==> src/satq_pkg.sv <==
// Shared types and constants of the sorted alarm timer queue.
package satq_pkg;

    localparam int unsigned QUEUE_DEPTH_DEF = 16;
    localparam int unsigned TIME_W = 64;
    localparam int unsigned ID_W = 8;

    typedef enum logic [2:0] {
        KIND_ARMED   = 3'd0,
        KIND_DROPPED = 3'd1,
        KIND_FULL    = 3'd2,
        KIND_WOKEN   = 3'd3,
        KIND_DONE    = 3'd4
    } t_kind;

    typedef enum logic [0:0] {
        CMD_ARM    = 1'b0,
        CMD_EXPIRE = 1'b1
    } t_cmd;

    typedef enum logic [3:0] {
        ST_IDLE,
        ST_ARM_CHK,
        ST_ARM_CMP,
        ST_ARM_PUT,
        ST_EXP_START,
        ST_EXP_SCAN,
        ST_EXP_RD,
        ST_EXP_WK,
        ST_OUT_WK,
        ST_OUT_LAST
    } t_state;

    typedef struct packed {
        logic [TIME_W-1:0] wake;
        logic [ID_W-1:0]   id;
    } t_entry;

endpackage

==> src/satq_if.sv <==
// Command and result channel interfaces of the alarm queue.
interface satq_in_if;
    logic        valid;
    logic        ready;
    logic [0:0]  command;
    logic [7:0]  alarm_id;
    logic [63:0] base_time;
    logic [63:0] delay_ticks;
    logic [63:0] now_time;

    modport source (output valid, command, alarm_id, base_time, delay_ticks, now_time,
                    input ready);
    modport sink (input valid, command, alarm_id, base_time, delay_ticks, now_time,
                  output ready);
endinterface

interface satq_out_if;
    logic        valid;
    logic        ready;
    logic [2:0]  kind;
    logic [7:0]  woken_id;
    logic [63:0] compare_value;
    logic        timer_enable;
    logic        last;

    modport source (output valid, kind, woken_id, compare_value, timer_enable, last,
                    input ready);
    modport sink (input valid, kind, woken_id, compare_value, timer_enable, last,
                  output ready);
endinterface

==> src/satq_mem.sv <==
// Entry memory of the alarm queue: one write port, one registered read port.
module satq_mem #(
    parameter int unsigned DEPTH = 16,
    parameter int unsigned AW    = 4
) (
    input  logic             i_clk,
    input  logic             i_we,
    input  logic [AW-1:0]    i_waddr,
    input  satq_pkg::t_entry i_wdata,
    input  logic [AW-1:0]    i_raddr,
    output satq_pkg::t_entry o_rdata
);
    import satq_pkg::*;

    t_entry r_mem [DEPTH];
    t_entry r_rdata;

    always_ff @(posedge i_clk) begin
        if (i_we) begin
            r_mem[i_waddr] <= i_wdata;
        end
        r_rdata <= r_mem[i_raddr];
    end

    assign o_rdata = r_rdata;

endmodule

==> src/sorted_alarm_timer_queue_unit.sv <==
// Top level of the sorted alarm timer queue: sequencer around a circular entry memory.
//
//  channel  | dir | handshake    | word
//  ---------+-----+--------------+--------------------------------------------
//  i_cmd    | in  | valid/ready  | command, alarm_id, base_time, delay, now
//  o_res    | out | valid/ready  | kind, woken_id, compare_value, enable, last
//
// A dropped, refused or first arm goes from the check straight to its result; any
// other arm first moves each later entry up one slot to make room, then writes.
// An expire scans the due entries at one per cycle up to the first entry not due,
// then reads, wakes and outputs each woken word in turn; every result waits in the
// output register until taken.
// Entries live in a circular buffer, so expiry only moves the head pointer.
// Reset clears the count and control state; the memory itself needs no clearing.
// One command is handled at a time; a new command is taken once the last word left.
module sorted_alarm_timer_queue_unit #(
    parameter int unsigned QUEUE_DEPTH = satq_pkg::QUEUE_DEPTH_DEF
) (
    input  logic          i_clk,
    input  logic          i_rst_n,
    satq_in_if.sink       i_cmd,
    satq_out_if.source    o_res
);
    import satq_pkg::*;

    localparam int unsigned AW = (QUEUE_DEPTH > 1) ? $clog2(QUEUE_DEPTH) : 1;
    localparam int unsigned CW = AW + 1;
    localparam logic [CW-1:0] DEPTH_C = CW'(QUEUE_DEPTH);

    t_state r_state, n_state;
    logic [CW-1:0] r_count, n_count;
    logic [AW-1:0] r_head, n_head;
    logic [TIME_W-1:0] r_head_wake, n_head_wake;
    logic [TIME_W-1:0] r_wake, n_wake;
    logic [ID_W-1:0] r_id, n_id;
    logic [TIME_W-1:0] r_now, n_now;
    logic [CW-1:0] r_idx, n_idx;
    logic [CW-1:0] r_due, n_due;
    logic [CW-1:0] r_fin_cnt, n_fin_cnt;
    logic [TIME_W-1:0] r_fin_wake, n_fin_wake;

    logic r_ov, n_ov;
    t_kind r_okind, n_okind;
    logic [ID_W-1:0] r_oid, n_oid;
    logic [TIME_W-1:0] r_ocmp, n_ocmp;
    logic r_oen, n_oen;
    logic r_olast, n_olast;

    logic mem_we;
    logic [AW-1:0] mem_waddr, mem_raddr;
    t_entry mem_wdata, mem_rdata;

    logic accept;
    logic [TIME_W:0] wake_sum;
    logic [TIME_W-1:0] wake_sat;
    logic is_past, is_full;

    // Logical slot (offset from head) to memory address, wrapping at the depth.
    function automatic logic [AW-1:0] phys(input logic [AW-1:0] head, input logic [CW-1:0] l);
        logic [CW-1:0] s;
        s = CW'(head) + l;
        if (s >= DEPTH_C) begin
            s = s - DEPTH_C;
        end
        return s[AW-1:0];
    endfunction

    satq_mem #(.DEPTH(QUEUE_DEPTH), .AW(AW)) u_mem (
        .i_clk   (i_clk),
        .i_we    (mem_we),
        .i_waddr (mem_waddr),
        .i_wdata (mem_wdata),
        .i_raddr (mem_raddr),
        .o_rdata (mem_rdata)
    );

    assign accept   = i_cmd.valid && i_cmd.ready;
    assign wake_sum = {1'b0, i_cmd.base_time} + {1'b0, i_cmd.delay_ticks};
    assign wake_sat = wake_sum[TIME_W] ? '1 : wake_sum[TIME_W-1:0];
    assign is_past  = r_wake < r_now;
    assign is_full  = r_count >= DEPTH_C;

    always_comb begin
        n_state = r_state;
        case (r_state)
            ST_IDLE: begin
                if (accept) begin
                    n_state = (t_cmd'(i_cmd.command) == CMD_EXPIRE) ? ST_EXP_START : ST_ARM_CHK;
                end
            end
            ST_ARM_CHK: begin
                if (is_past || is_full || r_count == '0) begin
                    n_state = ST_OUT_LAST;
                end else begin
                    n_state = ST_ARM_CMP;
                end
            end
            ST_ARM_CMP: begin
                if (mem_rdata.wake > r_wake) begin
                    n_state = (r_idx == CW'(1)) ? ST_ARM_PUT : ST_ARM_CMP;
                end else begin
                    n_state = ST_OUT_LAST;
                end
            end
            ST_ARM_PUT:   n_state = ST_OUT_LAST;
            ST_EXP_START: n_state = (r_count == '0) ? ST_OUT_LAST : ST_EXP_SCAN;
            ST_EXP_SCAN: begin
                if (mem_rdata.wake <= r_now) begin
                    n_state = (r_idx + CW'(1) == r_count) ? ST_EXP_RD : ST_EXP_SCAN;
                end else begin
                    n_state = (r_idx == '0) ? ST_OUT_LAST : ST_EXP_RD;
                end
            end
            ST_EXP_RD: n_state = ST_EXP_WK;
            ST_EXP_WK: n_state = ST_OUT_WK;
            ST_OUT_WK: begin
                if (o_res.ready) begin
                    n_state = (r_idx + CW'(1) == r_due) ? ST_OUT_LAST : ST_EXP_RD;
                end
            end
            ST_OUT_LAST: begin
                if (o_res.ready) begin
                    n_state = ST_IDLE;
                end
            end
            default: n_state = ST_IDLE;
        endcase
    end

    always_comb begin
        n_count     = r_count;
        n_head      = r_head;
        n_head_wake = r_head_wake;
        n_wake      = r_wake;
        n_id        = r_id;
        n_now       = r_now;
        n_idx       = r_idx;
        n_due       = r_due;
        n_fin_cnt   = r_fin_cnt;
        n_fin_wake  = r_fin_wake;
        n_ov        = r_ov;
        n_okind     = r_okind;
        n_oid       = r_oid;
        n_ocmp      = r_ocmp;
        n_oen       = r_oen;
        n_olast     = r_olast;
        mem_we      = 1'b0;
        mem_waddr   = phys(r_head, r_idx);
        mem_wdata   = mem_rdata;
        mem_raddr   = phys(r_head, r_idx);
        case (r_state)
            ST_IDLE: begin
                if (accept) begin
                    n_wake = wake_sat;
                    n_id   = i_cmd.alarm_id;
                    n_now  = i_cmd.now_time;
                    n_idx  = (t_cmd'(i_cmd.command) == CMD_EXPIRE) ? '0 : r_count;
                    n_due  = '0;
                end
            end
            ST_ARM_CHK: begin
                n_ov    = 1'b1;
                n_oid   = '0;
                n_olast = 1'b1;
                n_ocmp  = (r_count != '0) ? r_head_wake : '1;
                n_oen   = (r_count != '0);
                mem_raddr = phys(r_head, r_idx - CW'(1));
                if (is_past) begin
                    n_okind = KIND_DROPPED;
                end else if (is_full) begin
                    n_okind = KIND_FULL;
                end else if (r_count == '0) begin
                    mem_we      = 1'b1;
                    mem_waddr   = r_head;
                    mem_wdata   = '{wake: r_wake, id: r_id};
                    n_head_wake = r_wake;
                    n_count     = r_count + CW'(1);
                    n_okind     = KIND_ARMED;
                    n_ocmp      = r_wake;
                    n_oen       = 1'b1;
                end else begin
                    n_ov = 1'b0;
                end
            end
            ST_ARM_CMP: begin
                mem_we = 1'b1;
                if (mem_rdata.wake > r_wake) begin
                    // Shift the later entry up one slot and look one further down.
                    n_idx     = r_idx - CW'(1);
                    mem_raddr = phys(r_head, r_idx - CW'(2));
                end else begin
                    mem_wdata = '{wake: r_wake, id: r_id};
                    n_count   = r_count + CW'(1);
                    n_ov      = 1'b1;
                    n_okind   = KIND_ARMED;
                    n_oid     = '0;
                    n_olast   = 1'b1;
                    n_ocmp    = r_head_wake;
                    n_oen     = 1'b1;
                end
            end
            ST_ARM_PUT: begin
                mem_we      = 1'b1;
                mem_waddr   = r_head;
                mem_wdata   = '{wake: r_wake, id: r_id};
                n_head_wake = r_wake;
                n_count     = r_count + CW'(1);
                n_ov        = 1'b1;
                n_okind     = KIND_ARMED;
                n_oid       = '0;
                n_olast     = 1'b1;
                n_ocmp      = r_wake;
                n_oen       = 1'b1;
            end
            ST_EXP_START: begin
                mem_raddr = r_head;
                if (r_count == '0) begin
                    n_ov    = 1'b1;
                    n_okind = KIND_DONE;
                    n_oid   = '0;
                    n_olast = 1'b1;
                    n_ocmp  = '1;
                    n_oen   = 1'b0;
                end
            end
            ST_EXP_SCAN: begin
                if (mem_rdata.wake <= r_now) begin
                    n_idx     = r_idx + CW'(1);
                    mem_raddr = phys(r_head, r_idx + CW'(1));
                    if (r_idx + CW'(1) == r_count) begin
                        n_due     = r_count;
                        n_fin_cnt = '0;
                        n_idx     = '0;
                    end
                end else if (r_idx == '0) begin
                    n_ov    = 1'b1;
                    n_okind = KIND_DONE;
                    n_oid   = '0;
                    n_olast = 1'b1;
                    n_ocmp  = r_head_wake;
                    n_oen   = 1'b1;
                end else begin
                    n_due      = r_idx;
                    n_fin_cnt  = r_count - r_idx;
                    n_fin_wake = mem_rdata.wake;
                    n_idx      = '0;
                end
            end
            ST_EXP_RD: begin
                mem_raddr = phys(r_head, r_idx);
            end
            ST_EXP_WK: begin
                n_ov    = 1'b1;
                n_okind = KIND_WOKEN;
                n_oid   = mem_rdata.id;
                n_olast = 1'b0;
                n_ocmp  = (r_fin_cnt != '0) ? r_fin_wake : '1;
                n_oen   = (r_fin_cnt != '0);
            end
            ST_OUT_WK: begin
                if (o_res.ready) begin
                    if (r_idx + CW'(1) == r_due) begin
                        // All woken words are out: commit the new head and count.
                        n_head      = phys(r_head, r_due);
                        n_count     = r_fin_cnt;
                        n_head_wake = r_fin_wake;
                        n_okind     = KIND_DONE;
                        n_oid       = '0;
                        n_olast     = 1'b1;
                    end else begin
                        n_idx = r_idx + CW'(1);
                        n_ov  = 1'b0;
                    end
                end
            end
            ST_OUT_LAST: begin
                if (o_res.ready) begin
                    n_ov = 1'b0;
                end
            end
            default: ;
        endcase
    end

    always_ff @(posedge i_clk) begin
        if (!i_rst_n) begin
            r_state <= ST_IDLE;
            r_count <= '0;
            r_head  <= '0;
            r_ov    <= 1'b0;
        end else begin
            r_state <= n_state;
            r_count <= n_count;
            r_head  <= n_head;
            r_ov    <= n_ov;
        end
        r_head_wake <= n_head_wake;
        r_wake      <= n_wake;
        r_id        <= n_id;
        r_now       <= n_now;
        r_idx       <= n_idx;
        r_due       <= n_due;
        r_fin_cnt   <= n_fin_cnt;
        r_fin_wake  <= n_fin_wake;
        r_okind     <= n_okind;
        r_oid       <= n_oid;
        r_ocmp      <= n_ocmp;
        r_oen       <= n_oen;
        r_olast     <= n_olast;
    end

    assign i_cmd.ready         = (r_state == ST_IDLE);
    assign o_res.valid         = r_ov;
    assign o_res.kind          = r_okind;
    assign o_res.woken_id      = r_oid;
    assign o_res.compare_value = r_ocmp;
    assign o_res.timer_enable  = r_oen;
    assign o_res.last          = r_olast;

`ifndef NO_ASSERTIONS
    a_count_bound: assert property (@(posedge i_clk) disable iff (!i_rst_n)
        r_count <= DEPTH_C) else $error("entry count exceeds depth");
    a_ready_no_pending: assert property (@(posedge i_clk) disable iff (!i_rst_n)
        i_cmd.ready |-> !o_res.valid) else $error("command taken while a word is pending");
    a_accept_busy: assert property (@(posedge i_clk) disable iff (!i_rst_n)
        accept |=> !i_cmd.ready) else $error("second command taken back to back");
    a_empty_compare: assert property (@(posedge i_clk) disable iff (!i_rst_n)
        (o_res.valid && !o_res.timer_enable) |-> (o_res.compare_value == '1))
        else $error("compare value not all ones on an empty queue");
`endif

endmodule

==> src/flat_wrapper.sv <==
// flat-port wrapper written by rule: the top's interface ports become plain ports
module sorted_alarm_timer_queue_unit_flat import satq_pkg::*;
#(
    parameter int unsigned QUEUE_DEPTH = satq_pkg::QUEUE_DEPTH_DEF
)
  (i_clk, i_rst_n, i_cmd_valid, i_cmd_command, i_cmd_alarm_id, i_cmd_base_time, i_cmd_delay_ticks, i_cmd_now_time, i_cmd_ready, o_res_valid, o_res_kind, o_res_woken_id, o_res_compare_value, o_res_timer_enable, o_res_last, o_res_ready);
  satq_in_if i_cmd_i ();
  satq_out_if o_res_i ();
  input  logic i_clk;
  input  logic i_rst_n;
  input wire logic [$bits(i_cmd_i.valid)-1:0] i_cmd_valid;
  input wire logic [$bits(i_cmd_i.command)-1:0] i_cmd_command;
  input wire logic [$bits(i_cmd_i.alarm_id)-1:0] i_cmd_alarm_id;
  input wire logic [$bits(i_cmd_i.base_time)-1:0] i_cmd_base_time;
  input wire logic [$bits(i_cmd_i.delay_ticks)-1:0] i_cmd_delay_ticks;
  input wire logic [$bits(i_cmd_i.now_time)-1:0] i_cmd_now_time;
  output wire logic [$bits(i_cmd_i.ready)-1:0] i_cmd_ready;
  output wire logic [$bits(o_res_i.valid)-1:0] o_res_valid;
  output wire logic [$bits(o_res_i.kind)-1:0] o_res_kind;
  output wire logic [$bits(o_res_i.woken_id)-1:0] o_res_woken_id;
  output wire logic [$bits(o_res_i.compare_value)-1:0] o_res_compare_value;
  output wire logic [$bits(o_res_i.timer_enable)-1:0] o_res_timer_enable;
  output wire logic [$bits(o_res_i.last)-1:0] o_res_last;
  input wire logic [$bits(o_res_i.ready)-1:0] o_res_ready;
  assign i_cmd_i.valid = i_cmd_valid;
  assign i_cmd_i.command = i_cmd_command;
  assign i_cmd_i.alarm_id = i_cmd_alarm_id;
  assign i_cmd_i.base_time = i_cmd_base_time;
  assign i_cmd_i.delay_ticks = i_cmd_delay_ticks;
  assign i_cmd_i.now_time = i_cmd_now_time;
  assign i_cmd_ready = i_cmd_i.ready;
  assign o_res_valid = o_res_i.valid;
  assign o_res_kind = o_res_i.kind;
  assign o_res_woken_id = o_res_i.woken_id;
  assign o_res_compare_value = o_res_i.compare_value;
  assign o_res_timer_enable = o_res_i.timer_enable;
  assign o_res_last = o_res_i.last;
  assign o_res_i.ready = o_res_ready;
  sorted_alarm_timer_queue_unit #(.QUEUE_DEPTH(QUEUE_DEPTH)) u_core (.i_clk(i_clk), .i_rst_n(i_rst_n), .i_cmd(i_cmd_i), .o_res(o_res_i));
endmodule
==> config.mk <==
export PLATFORM = sky130hd
export DESIGN_NAME = sorted_alarm_timer_queue_unit_flat
export DESIGN_NICKNAME = d
export VERILOG_FILES = /design/src/satq_pkg.sv /design/src/satq_if.sv /design/src/satq_mem.sv /design/src/sorted_alarm_timer_queue_unit.sv /design/src/flat_wrapper.sv
export SDC_FILE = /design/constraint.sdc
export NUM_CORES = 2
export LEC_CHECK = 0
export BUFFER_PORTS_ARGS = -buffer_cell sky130_fd_sc_hd__buf_2
export CAP_MARGIN = 20
export CORE_ASPECT_RATIO = 0.7
export CORE_MARGIN = 4
export CORE_UTILIZATION = 30
export CTS_CLUSTER_DIAMETER = 150
export CTS_CLUSTER_SIZE = 40
export DETAILED_ROUTE_END_ITERATION = 12
export GPL_TIMING_DRIVEN = 0
export HOLD_SLACK_MARGIN = 0.12
export PLACE_DENSITY = 0.51
export SLEW_MARGIN = 20
export SYNTH_ARGS = -nofsm -noshare
export SYNTH_HDL_FRONTEND = slang
export SYNTH_SLANG_ARGS = --single-unit
==> constraint.sdc <==
create_clock -name i_clk -period 8.7 [get_ports i_clk]
set_clock_uncertainty 0.2 [all_clocks]
set_input_delay 0.87 -clock i_clk [delete_from_list [all_inputs] [get_ports i_clk]]
set_output_delay 0.87 -clock i_clk [all_outputs]
set_load 0.01 [all_outputs]
==> flow_summary.ini <==
[clocking]
cts-root-buf = clkbuf_16
clkLatencyLatePin_ps = 780
cts_max_level = 2
post_cts_buffers = 0
cts_hold_buf = 72
cts_resized = 0
path_clk_slew_ps = 160
cts_buffer_depth = 3
numCtsBuffers = 47
cts_tree = built
clock_sinks = 1594

[yosys]
ys.warnings.count = 0
synth-edff-count = 1508
yosysUniqueCellTypes = 77
synth_area_leader_cell = edfxtp_1
synthCells = 5028
avgSynthCellArea_um2 = 14.5
synthArstFlopShare_pct = 0
yosys-top-cells-area = edfxtp_1, mux2i_1, ha_1
synth_area_um2 = 73100
seq_area_frac_synth_pct = 64.3
synthFlopType = edfxtp_1
syn_nets = 5519
synth_top_area_share_pct = 62.0
ys_seq_elements = 1594

[sta]
fmax_mhz = 120
post-route-min-period_ps = 8350
grt_setup_unrepaired = no
relSlewSlack_pct = 22.6
setup_slack_ps = 348
maxSlewViolCount = 0
setup_viol = 0
setup_tns_ps = 0
tightestPinTransition_ps = 1160
hold_viol = 0
finalCritPeriodShare_pct = 96.0

[power_and_ir_drop]
power_mw = 34.4
switching_share_pct = 44.2
p_seq_share_pct = 34.8
p_int_mw = 19.2
power_leakage_nw = 31.5
powerDensity_nw_per_um2 = 414
max-vdd-ir-drop_v = 0.000326
p_comb_share_pct = 55.3
power_switching_mw = 15.2
pwr-share-clk_pct = 9.9

[die]
die_w_um = 598
die_height_um = 421
row_count = 151
initial_utilization_pct = 30.2
coreArea_um2 = 242000
ios = 284
die-area_um2 = 252000

[worst_setup_path]
r2r_slack_ps = 350
critPathLaunch = u_core.r_wake[43]$_SDFFCE_PP1P_
end_kind = flip-flop
required_ps = 8950
cp-start-kind = flip-flop
critPathKind = flip-flop to flip-flop
cp_max_fo = 17
crit_arrival_ps = 8600
rr_startpoint = u_core.r_wake[43]$_SDFFCE_PP1P_

[place]
globalplace.congestion = 0.879
post_dp_cell_area_um2 = 80800
dp_hpwl_um = 165000
pre_cts_ws_ps = 501
portBuffers = 283

[cells_and_area]
design_area_um2 = 83000
layout_common_cells = edfxtp_1, mux2i_1, buf_2
syn_to_final_growth_pct = 13.6
final_util_pct = 34.3
drive_gt1_share_pct = 10.9
final_nets = 6026
final_common_cell = edfxtp_1
fill_cells = 23600

[run]
cap_violations = 0

[min_path]
min_path_type = input port to flip-flop
hold_start = i_rst_n

[route]
via_per_inst = 5.04
ant_nets = 0
drc_errors = 0
via_count = 44300
drtIter0Drc = 4582
routed_wl_um = 222000
wl_per_cell_um = 25.3
first_pass_iters = 5

[global_route]
grt_max_degree = 50
globalRouteOverflowTotal = 0
grt_pass1_wl_um = 315000
antenna_found_initial = 19
grt_usage_pct = 17.0
grt_pass1_vias = 42500

[outcome]
status = completed
[Yosys cell counts, types with 13 or more instances]
master    instances
edfxtp_1       1508
mux2i_1        1089
nand2_1         303
o21ai_0         280
ha_1            279
a21oi_1         224
inv_1           175
nor2_1          113
clkbuf_1        110
nand4_1         109
dfxtp_1          86
a21o_1           85
mux2_1           70
buf_4            55
nand3_1          55
xor2_1           45
xnor2_1          39
buf_2            35
buf_6            30
nor3_1           28
nor2b_1          25
a31oi_1          18
and2_1           18
a211oi_1         17
and3_1           15
nor4_1           14
nand2b_1         13
[state kept, by name, indices dropped and copies added (netlist names), 8 cells and up]
register                    count
u_core.r_id                     8
u_core.u_mem.r_mem           1152
u_core.r_head_wake             64
u_core.u_mem.o_rdata           72
u_core.r_fin_wake              64
u_core.r_wake                  64
u_core.o_res.woken_id           8
u_core.o_res.compare_value     64
u_core.r_now                   64
[per-stage QoR]
step	hold slack, ps	instances
2_1_floorplan	223	5028
3_3_place_gp	305	8524
3_5_place_dp	310	8627
4_1_cts	124	8787
5_1_grt	146	8789
6_report	204	8790
[kinds of logic after synthesis]
group	count (synthesis)	share of synthesized area, %
AOI/OAI and AO/OA	749	6.03
buffers and inverters	417	2.80
adders and majority gates	286	4.97
muxes	1161	16.0
xor gates and xnor gates	84	1.01
and+or+nand+nor	737	4.83
DFF	1594	64.3
[layout make-up]
cell class	instances	area, µm²	area share, %
well taps	3213	4020	4.84
multi-input cells	3017	24200	29.2
diodes	3	7.51	0.00904
inverters	176	661	0.796
repair buffers	458	4250	5.12
clock inverters	8	148	0.178
plain buffers	241	1390	1.67
flip-flops and latches	1594	47000	56.6
clock buffers	80	1300	1.57
[final timing paths]
kind	depth (start not counted)	endpoint
max	17	u_core.u_mem.r_mem[15][70]$_DFFE_PP_
min	2	u_core.r_state[3]$_SDFFE_PN0P_
max reg2reg	17	u_core.u_mem.r_mem[15][70]$_DFFE_PP_
min reg2reg	0	u_core.r_fin_wake[31]$_DFFE_PP_
[worst max-delay path, cell delays in order, from the launching register on]
cell and delay (ps):
edfxtp_1 590, ha_1 380, nand4_1 230, nor4_1 770, nand2_1 160, nor3_1 800, nand2_1 520, nor2_1 530
o21ai_0 530, and3_1 370, clkbuf_1 460, o21ai_0 510, a32oi_1 340, nor2_4 670, buf_12 270, buf_16 190
buf_12 200, buf_12 210
[power by group through the flow]
stage / Combinational (mW) / Clock [mW] / Sequential (mW)
final: 19.0 / 3.41 / 12.0
after global routing: 20.5 / 3.80 / 12.0
after CTS: 19.1 / 3.54 / 12.0
after detailed placement: 19.0 / 0 / 12.2
after global placement: 18.5 / 0 / 12.4
after floorplan: 12.5 / 0 / 11.7
[per-layer routing]
metal	global-route usage [%]	routed length, µm	up-vias
li1	-	-	20200
met1	26.2	109000	22700
met2	26.1	98000	1284
met3	1.82	11400	163
met4	2.96	3820	2
met5	0	20	-
(Power assumes the default switching activity.)
